===== config.mk =====
export PLATFORM = sky130hd
export DESIGN_NAME = iair_ctrl
export DESIGN_NICKNAME = d
export VERILOG_FILES = /design/src/iair_pkg.sv /design/src/iair_ctrl.sv
export SDC_FILE = /design/constraint.sdc
export NUM_CORES = 1
export LEC_CHECK = 0
export BUFFER_PORTS_ARGS = -buffer_cell sky130_fd_sc_hd__clkbuf_2
export CORE_MARGIN = 3
export CORE_UTILIZATION = 35
export CTS_BUF_LIST = sky130_fd_sc_hd__clkbuf_16
export CTS_CLUSTER_SIZE = 28
export DETAILED_ROUTE_END_ITERATION = 7
export GPL_TIMING_DRIVEN = 0
export HOLD_SLACK_MARGIN = 0.12
export PLACE_DENSITY = 0.72
export RECOVER_POWER = 50
export SYNTH_ARGS = -nofsm -noshare
export SYNTH_HDL_FRONTEND = slang
export SYNTH_SLANG_ARGS = --single-unit

===== constraint.sdc =====
create_clock -name clk -period 1.85 [get_ports clk]
set_input_delay 0.37 -clock clk [delete_from_list [all_inputs] [get_ports clk]]
set_output_delay 0.37 -clock clk [all_outputs]
set_load 0.05 [all_outputs]

===== src/iair_pkg.sv =====
// ---------------------------------------------------------------------------
// iair_pkg
// Shared sizes, codes and controller/datapath types for the indexed array
// insert/remove unit.
// ---------------------------------------------------------------------------
package iair_pkg;

    // Store geometry
    localparam int DEPTH    = 1024;
    localparam int WIDTH    = 32;
    localparam int ADDR_W   = $clog2(DEPTH);
    localparam int LEN_W    = ADDR_W + 1;

    // Word field widths
    localparam int OP_W     = 3;
    localparam int INDEX_W  = 11;
    localparam int VALUE_W  = 32;
    localparam int STATUS_W = 2;
    localparam int LENGTH_W = 11;

    // Request codes
    typedef enum logic [OP_W-1:0] {
        OP_GET    = 3'd0,
        OP_SET    = 3'd1,
        OP_INSERT = 3'd2,
        OP_REMOVE = 3'd3,
        OP_FILL   = 3'd4
    } op_t;

    // Result status codes
    typedef enum logic [STATUS_W-1:0] {
        ST_OK    = 2'd0,
        ST_RANGE = 2'd1,
        ST_FULL  = 2'd2
    } status_t;

    // Controller states
    typedef enum logic [3:0] {
        S_IDLE,
        S_CHECK,
        S_GET_WAIT,
        S_INS_SHIFT,
        S_INS_WRITE,
        S_REM_READ,
        S_REM_SHIFT,
        S_FILL,
        S_DONE
    } state_t;

    // Read address select
    typedef enum logic [2:0] {
        RA_IDX,
        RA_IDX_P1,
        RA_CNT_M1,
        RA_PTR_M2,
        RA_PTR_P2
    } ra_sel_t;

    // Write address select
    typedef enum logic {
        WA_IDX,
        WA_PTR
    } wa_sel_t;

    // Write data select
    typedef enum logic {
        WD_VALUE,
        WD_RDATA
    } wd_sel_t;

    // Pointer update
    typedef enum logic [2:0] {
        PTR_HOLD,
        PTR_CNT,
        PTR_IDX,
        PTR_ZERO,
        PTR_INC,
        PTR_DEC
    } ptr_op_t;

    // Length update
    typedef enum logic [1:0] {
        CNT_HOLD,
        CNT_INC,
        CNT_DEC,
        CNT_LOAD
    } cnt_op_t;

    // Controller to datapath
    typedef struct packed {
        logic    load_req;
        logic    chk;
        logic    mem_we;
        wa_sel_t wa_sel;
        wd_sel_t wd_sel;
        ra_sel_t ra_sel;
        ptr_op_t ptr_op;
        cnt_op_t cnt_op;
        logic    cap_rd;
        logic    out_load;
    } cmd_t;

    // Datapath to controller
    typedef struct packed {
        logic [OP_W-1:0] op;
        logic            err;
        logic            idx_eq_cnt;
        logic            idx_zero;
        logic            ins_last;
        logic            rem_more;
        logic            down_more;
        logic            fill_last;
        logic            out_free;
    } stat_t;

endpackage


===== src/iair_ctrl.sv =====
// ---------------------------------------------------------------------------
// iair_ctrl
// Controller: sequences checks, reads, shifts and fills one entry a cycle.
// ---------------------------------------------------------------------------
module iair_ctrl (
    input  logic            clk,
    input  logic            rst_n,
    input  logic            req_valid,
    output logic            req_ready,
    input  iair_pkg::stat_t stat,
    output iair_pkg::cmd_t  cmd
);

    iair_pkg::state_t state_reg, state_next;

    // State register
    always_ff @(posedge clk or negedge rst_n)
    begin
        if (!rst_n)
            state_reg <= iair_pkg::S_IDLE;
        else
            state_reg <= state_next;
    end

    // Next state
    always_comb
    begin
        state_next = state_reg;
        case (state_reg)
            iair_pkg::S_IDLE:
            begin
                if (req_valid)
                    state_next = iair_pkg::S_CHECK;
            end
            iair_pkg::S_CHECK:
            begin
                if (stat.err)
                    state_next = iair_pkg::S_DONE;
                else
                begin
                    case (stat.op)
                        iair_pkg::OP_GET:
                            state_next = iair_pkg::S_GET_WAIT;
                        iair_pkg::OP_INSERT:
                            state_next = stat.idx_eq_cnt ? iair_pkg::S_DONE
                                                         : iair_pkg::S_INS_SHIFT;
                        iair_pkg::OP_REMOVE:
                            state_next = iair_pkg::S_REM_READ;
                        iair_pkg::OP_FILL:
                            state_next = stat.idx_zero ? iair_pkg::S_DONE
                                                       : iair_pkg::S_FILL;
                        default:
                            state_next = iair_pkg::S_DONE;
                    endcase
                end
            end
            iair_pkg::S_GET_WAIT:
                state_next = iair_pkg::S_DONE;
            iair_pkg::S_INS_SHIFT:
            begin
                if (stat.ins_last)
                    state_next = iair_pkg::S_INS_WRITE;
            end
            iair_pkg::S_INS_WRITE:
                state_next = iair_pkg::S_DONE;
            iair_pkg::S_REM_READ:
                state_next = stat.rem_more ? iair_pkg::S_REM_SHIFT : iair_pkg::S_DONE;
            iair_pkg::S_REM_SHIFT:
            begin
                if (!stat.down_more)
                    state_next = iair_pkg::S_DONE;
            end
            iair_pkg::S_FILL:
            begin
                if (stat.fill_last)
                    state_next = iair_pkg::S_DONE;
            end
            iair_pkg::S_DONE:
            begin
                if (stat.out_free)
                    state_next = iair_pkg::S_IDLE;
            end
            default:
                state_next = iair_pkg::S_IDLE;
        endcase
    end

    // Outputs
    always_comb
    begin
        req_ready    = 1'b0;
        cmd.load_req = 1'b0;
        cmd.chk      = 1'b0;
        cmd.mem_we   = 1'b0;
        cmd.wa_sel   = iair_pkg::WA_IDX;
        cmd.wd_sel   = iair_pkg::WD_VALUE;
        cmd.ra_sel   = iair_pkg::RA_IDX;
        cmd.ptr_op   = iair_pkg::PTR_HOLD;
        cmd.cnt_op   = iair_pkg::CNT_HOLD;
        cmd.cap_rd   = 1'b0;
        cmd.out_load = 1'b0;
        case (state_reg)
            iair_pkg::S_IDLE:
            begin
                req_ready    = 1'b1;
                cmd.load_req = req_valid;
            end
            iair_pkg::S_CHECK:
            begin
                cmd.chk = 1'b1;
                if (!stat.err)
                begin
                    case (stat.op)
                        iair_pkg::OP_GET:
                            cmd.ra_sel = iair_pkg::RA_IDX;
                        iair_pkg::OP_SET:
                            cmd.mem_we = 1'b1;
                        iair_pkg::OP_INSERT:
                        begin
                            // appending needs no shift
                            if (stat.idx_eq_cnt)
                            begin
                                cmd.mem_we = 1'b1;
                                cmd.cnt_op = iair_pkg::CNT_INC;
                            end
                            else
                            begin
                                cmd.ra_sel = iair_pkg::RA_CNT_M1;
                                cmd.ptr_op = iair_pkg::PTR_CNT;
                            end
                        end
                        iair_pkg::OP_REMOVE:
                        begin
                            cmd.ra_sel = iair_pkg::RA_IDX;
                            cmd.ptr_op = iair_pkg::PTR_IDX;
                        end
                        iair_pkg::OP_FILL:
                        begin
                            if (stat.idx_zero)
                                cmd.cnt_op = iair_pkg::CNT_LOAD;
                            else
                                cmd.ptr_op = iair_pkg::PTR_ZERO;
                        end
                        default:
                            cmd.chk = 1'b1;
                    endcase
                end
            end
            iair_pkg::S_GET_WAIT:
                cmd.cap_rd = 1'b1;
            iair_pkg::S_INS_SHIFT:
            begin
                // move entry ptr-1 up to ptr
                cmd.mem_we = 1'b1;
                cmd.wa_sel = iair_pkg::WA_PTR;
                cmd.wd_sel = iair_pkg::WD_RDATA;
                if (!stat.ins_last)
                begin
                    cmd.ra_sel = iair_pkg::RA_PTR_M2;
                    cmd.ptr_op = iair_pkg::PTR_DEC;
                end
            end
            iair_pkg::S_INS_WRITE:
            begin
                cmd.mem_we = 1'b1;
                cmd.cnt_op = iair_pkg::CNT_INC;
            end
            iair_pkg::S_REM_READ:
            begin
                cmd.cap_rd = 1'b1;
                if (stat.rem_more)
                    cmd.ra_sel = iair_pkg::RA_IDX_P1;
                else
                    cmd.cnt_op = iair_pkg::CNT_DEC;
            end
            iair_pkg::S_REM_SHIFT:
            begin
                // move entry ptr+1 down to ptr
                cmd.mem_we = 1'b1;
                cmd.wa_sel = iair_pkg::WA_PTR;
                cmd.wd_sel = iair_pkg::WD_RDATA;
                if (stat.down_more)
                begin
                    cmd.ra_sel = iair_pkg::RA_PTR_P2;
                    cmd.ptr_op = iair_pkg::PTR_INC;
                end
                else
                    cmd.cnt_op = iair_pkg::CNT_DEC;
            end
            iair_pkg::S_FILL:
            begin
                cmd.mem_we = 1'b1;
                cmd.wa_sel = iair_pkg::WA_PTR;
                if (stat.fill_last)
                    cmd.cnt_op = iair_pkg::CNT_LOAD;
                else
                    cmd.ptr_op = iair_pkg::PTR_INC;
            end
            iair_pkg::S_DONE:
                cmd.out_load = stat.out_free;
            default:
                req_ready = 1'b0;
        endcase
    end

endmodule


==> flow_summary.json <==
{
  "netlist.area_leader.share": 0.163,
  "rows": 14,
  "cp.arrival_ps": 1840,
  "grt.overflow.total": 0,
  "yosysSeqAreaShare": 0.163,
  "end_kind": "output port",
  "post_drt_wl_per_cell_um": 14.7,
  "crit_path_max_fanout": 5,
  "path_class": "flop to output port",
  "fin_nets": 147,
  "max_slew_margin": 0.774,
  "synth_cell_type_count": 39,
  "fill_cells": 94,
  "worst_pin_slew_ps": 336,
  "setup_violations": 11,
  "drc": 0,
  "fmax_mhz": 453,
  "die_area_um2": 2300,
  "antenna_cells": 0,
  "hpwlAfterDp_mm": 1.46,
  "finalCriticalPeriod_ps": 2210,
  "internal-power_uw": 798,
  "ys_warn_count": 0,
  "seqPwrFrac": 0.088,
  "cp-start-kind": "flop",
  "timing.final.crit_share": 1.19,
  "status": "finished, violations left",
  "synth_top_family_by_area": "simple AND/OR/NAND/NOR gates",
  "ys_async_sr_fraction": 1.00,
  "syn_area_per_cell_um2": 6.69,
  "hp-class": "input pin to async pin",
  "cp_data_required_time_ps": 1480,
  "yosysTopAreaCell": "dfrtp_1",
  "synth.area.top_cells": "dfrtp_1, a21oi_1, nand3b_1, nor2_1, nand2_1",
  "ant_nets": 0,
  "drt-total-wl_mm": 2.16,
  "switching_share": 0.431,
  "synthXorXnorAreaFrac": 0.0142,
  "grt_pass1_wl_mm": 3.44,
  "failed_checks": "negative setup slack",
  "cts_tree": "yes",
  "synth_flop_cell": "dfrtp_1",
  "holdWs_ps": 525,
  "synth_nets": 106,
  "muxShareOfSynthArea": 0,
  "vias": 868,
  "synth_compound_area_frac": 0.305,
  "finClkSkew_ps": 2.59,
  "die_y_um": 47.9,
  "grt.total_usage": 0.208,
  "p_switching_uw": 605,
  "ys_ff_latch": 4,
  "clk_latency_ps": 220,
  "register_area_um2": 100,
  "drt_iter0_drc": 12,
  "clk_pin_slew_ps": 30,
  "ir_drop_uv": 1070,
  "tns_ps": -2720,
  "grt_pass1_vias": 791,
  "timing_hold_violations_final": 0,
  "gp_congestion": 0.811,
  "yosys.area_share.simple": 0.407,
  "core-area_um2": 1580,
  "multi_input_area_um2": 613,
  "synth_fa_ha_area_frac": 0,
  "drtPass1Iterations": 4,
  "port_buffers": 27,
  "die_w_um": 47.9,
  "p_leak_uw": 0.000581,
  "cts_buffers": 3,
  "p_comb_frac": 0.673,
  "largest_reg_flops": 4,
  "max_cap_viol_count": 0,
  "synth_edf_count": 0,
  "synth_area_um2": 616,
  "power_density_nw_per_um2": 1070,
  "cts_root_buf": "clkbuf_16",
  "grt_max_degree": 11,
  "drv_slew": 0,
  "ioPinCount": 30,
  "drive_gt1_frac": 0.527,
  "vias_per_cell": 5.90,
  "start_util": 0.390,
  "antenna_found_initial": 0,
  "h-tree-depth": 1,
  "cts.sinks": 4,
  "rsz0062_at_grt": "yes",
  "p_clk_frac": 0.239,
  "netlist_instances": 92,
  "clock_path_buffers": 2,
  "layout_setup_ws_ps": -359,
  "area_delta_synth_final_pct": 114
}
## layout make-up
cell class / count / share of cell area
Buffer: 8 / 0.0647
Inverter: 7 / 0.0295
Multi-Input combinational cell: 73 / 0.466
Clock buffer: 3 / 0.0571
Sequential cell: 4 / 0.0761
Tap cell: 16 / 0.0152
Timing Repair Buffer: 36 / 0.291
## layer usage
metal	global-route usage	vias up	wire length, µm	share of wire
li1	-	418	-	-
met1	0.254	418	887	0.41
met2	0.356	28	1140	0.53
met3	0.0489	4	109	0.050
met4	0.0645	0	24	0.011
met5	0	-	0	0
## cell usage after synthesis (2+ instances only)
master and n:
dfrtp_1 4, a21oi_1 11, clkbuf_1 3, nand2_1 7, o21ai_0 5, inv_1 6, nand4_1 2, nor3_1 3
buf_2 3, or3_1 2, nand2b_1 3, nor2b_1 3, nand3_1 2, nand3b_1 4, a31oi_1 2, o32ai_1 2
nor2_1 8
## placed cells by master, fill, tap and decap left out, drive strengths merged, types with 2 or more instances in the layout
master,count
a21oi,11
a31oi,2
buf,21
clkbuf,25
dfrtp,4
inv,6
nand2,7
nand2b,4
nand3,3
nand3b,4
nand4,2
nor2,8
nor2b,3
nor3,3
o21ai,6
o32ai,2
or3,2
or4b,2
## cell families (layout without fill, tap and decap cells)
logic type | count (synthesis) | count (layout)
flops | 4 | 4
xor+xnor | 1 | 1
buf+inv | 15 | 54
simple gates | 43 | 43
compound gates | 29 | 29
## power groups by stage
| stage | clock, µW | sequential (µW) | combinational, µW |
|---|---|---|---|
| final | 336 | 123 | 944 |
| after CTS | 342 | 122 | 890 |
| after detailed placement | 0 | 121 | 701 |
| after floorplan | 0 | 117 | 578 |
| after global routing | 348 | 124 | 1010 |
| after global placement | 0 | 119 | 698 |
## critical path: stages, from the launching register on
cell	delay [ps]
dfrtp_1	370
or4b_4	590
clkinv_8	70
nand2b_4	100
buf_4	160
inv_2	50
a22o_4	120
clkbuf_16	150
## timing repair
action	in CTS	in global routing
hold endpoints to repair	4	0
resized for setup	43	18
setup buffers	6	3
pin swaps	5	5
endpoints found under the setup margin	15	14
hold buffers	1	0
## metrics by stage
step	util	worst slack, ps	area, µm²	power, µW	cells
floorplan	-	-409	768	695	92
global placement	0.586	-292	923	817	135
detailed placement	0.586	-301	923	822	135
CTS	0.798	-372	1260	1350	145
global route	0.834	-396	1320	1480	147
finish	0.834	-359	1320	1400	147
## final timing paths
| path | from | end | slack, ps | cells past startpoint |
|---|---|---|---|---|
| max | state_reg[3]$_DFFE_PN0P_ | cmd[2] | -360 | 7 |
| min | rst_n | state_reg[3]$_DFFE_PN0P_ | 530 | 2 |
| max reg2reg | state_reg[3]$_DFFE_PN0P_ | state_reg[3]$_DFFE_PN0P_ | 90 | 6 |
| min reg2reg | state_reg[3]$_DFFE_PN0P_ | state_reg[2]$_DFFE_PN0P_ | 820 | 4 |
| max in group asynchronous | rst_n | state_reg[0]$_DFFE_PN0P_ | 1120 | 2 |
| min in group clk | req_valid | state_reg[2]$_DFFE_PN0P_ | 530 | 5 |
Note: power is estimated with default switching activity, not from simulation.
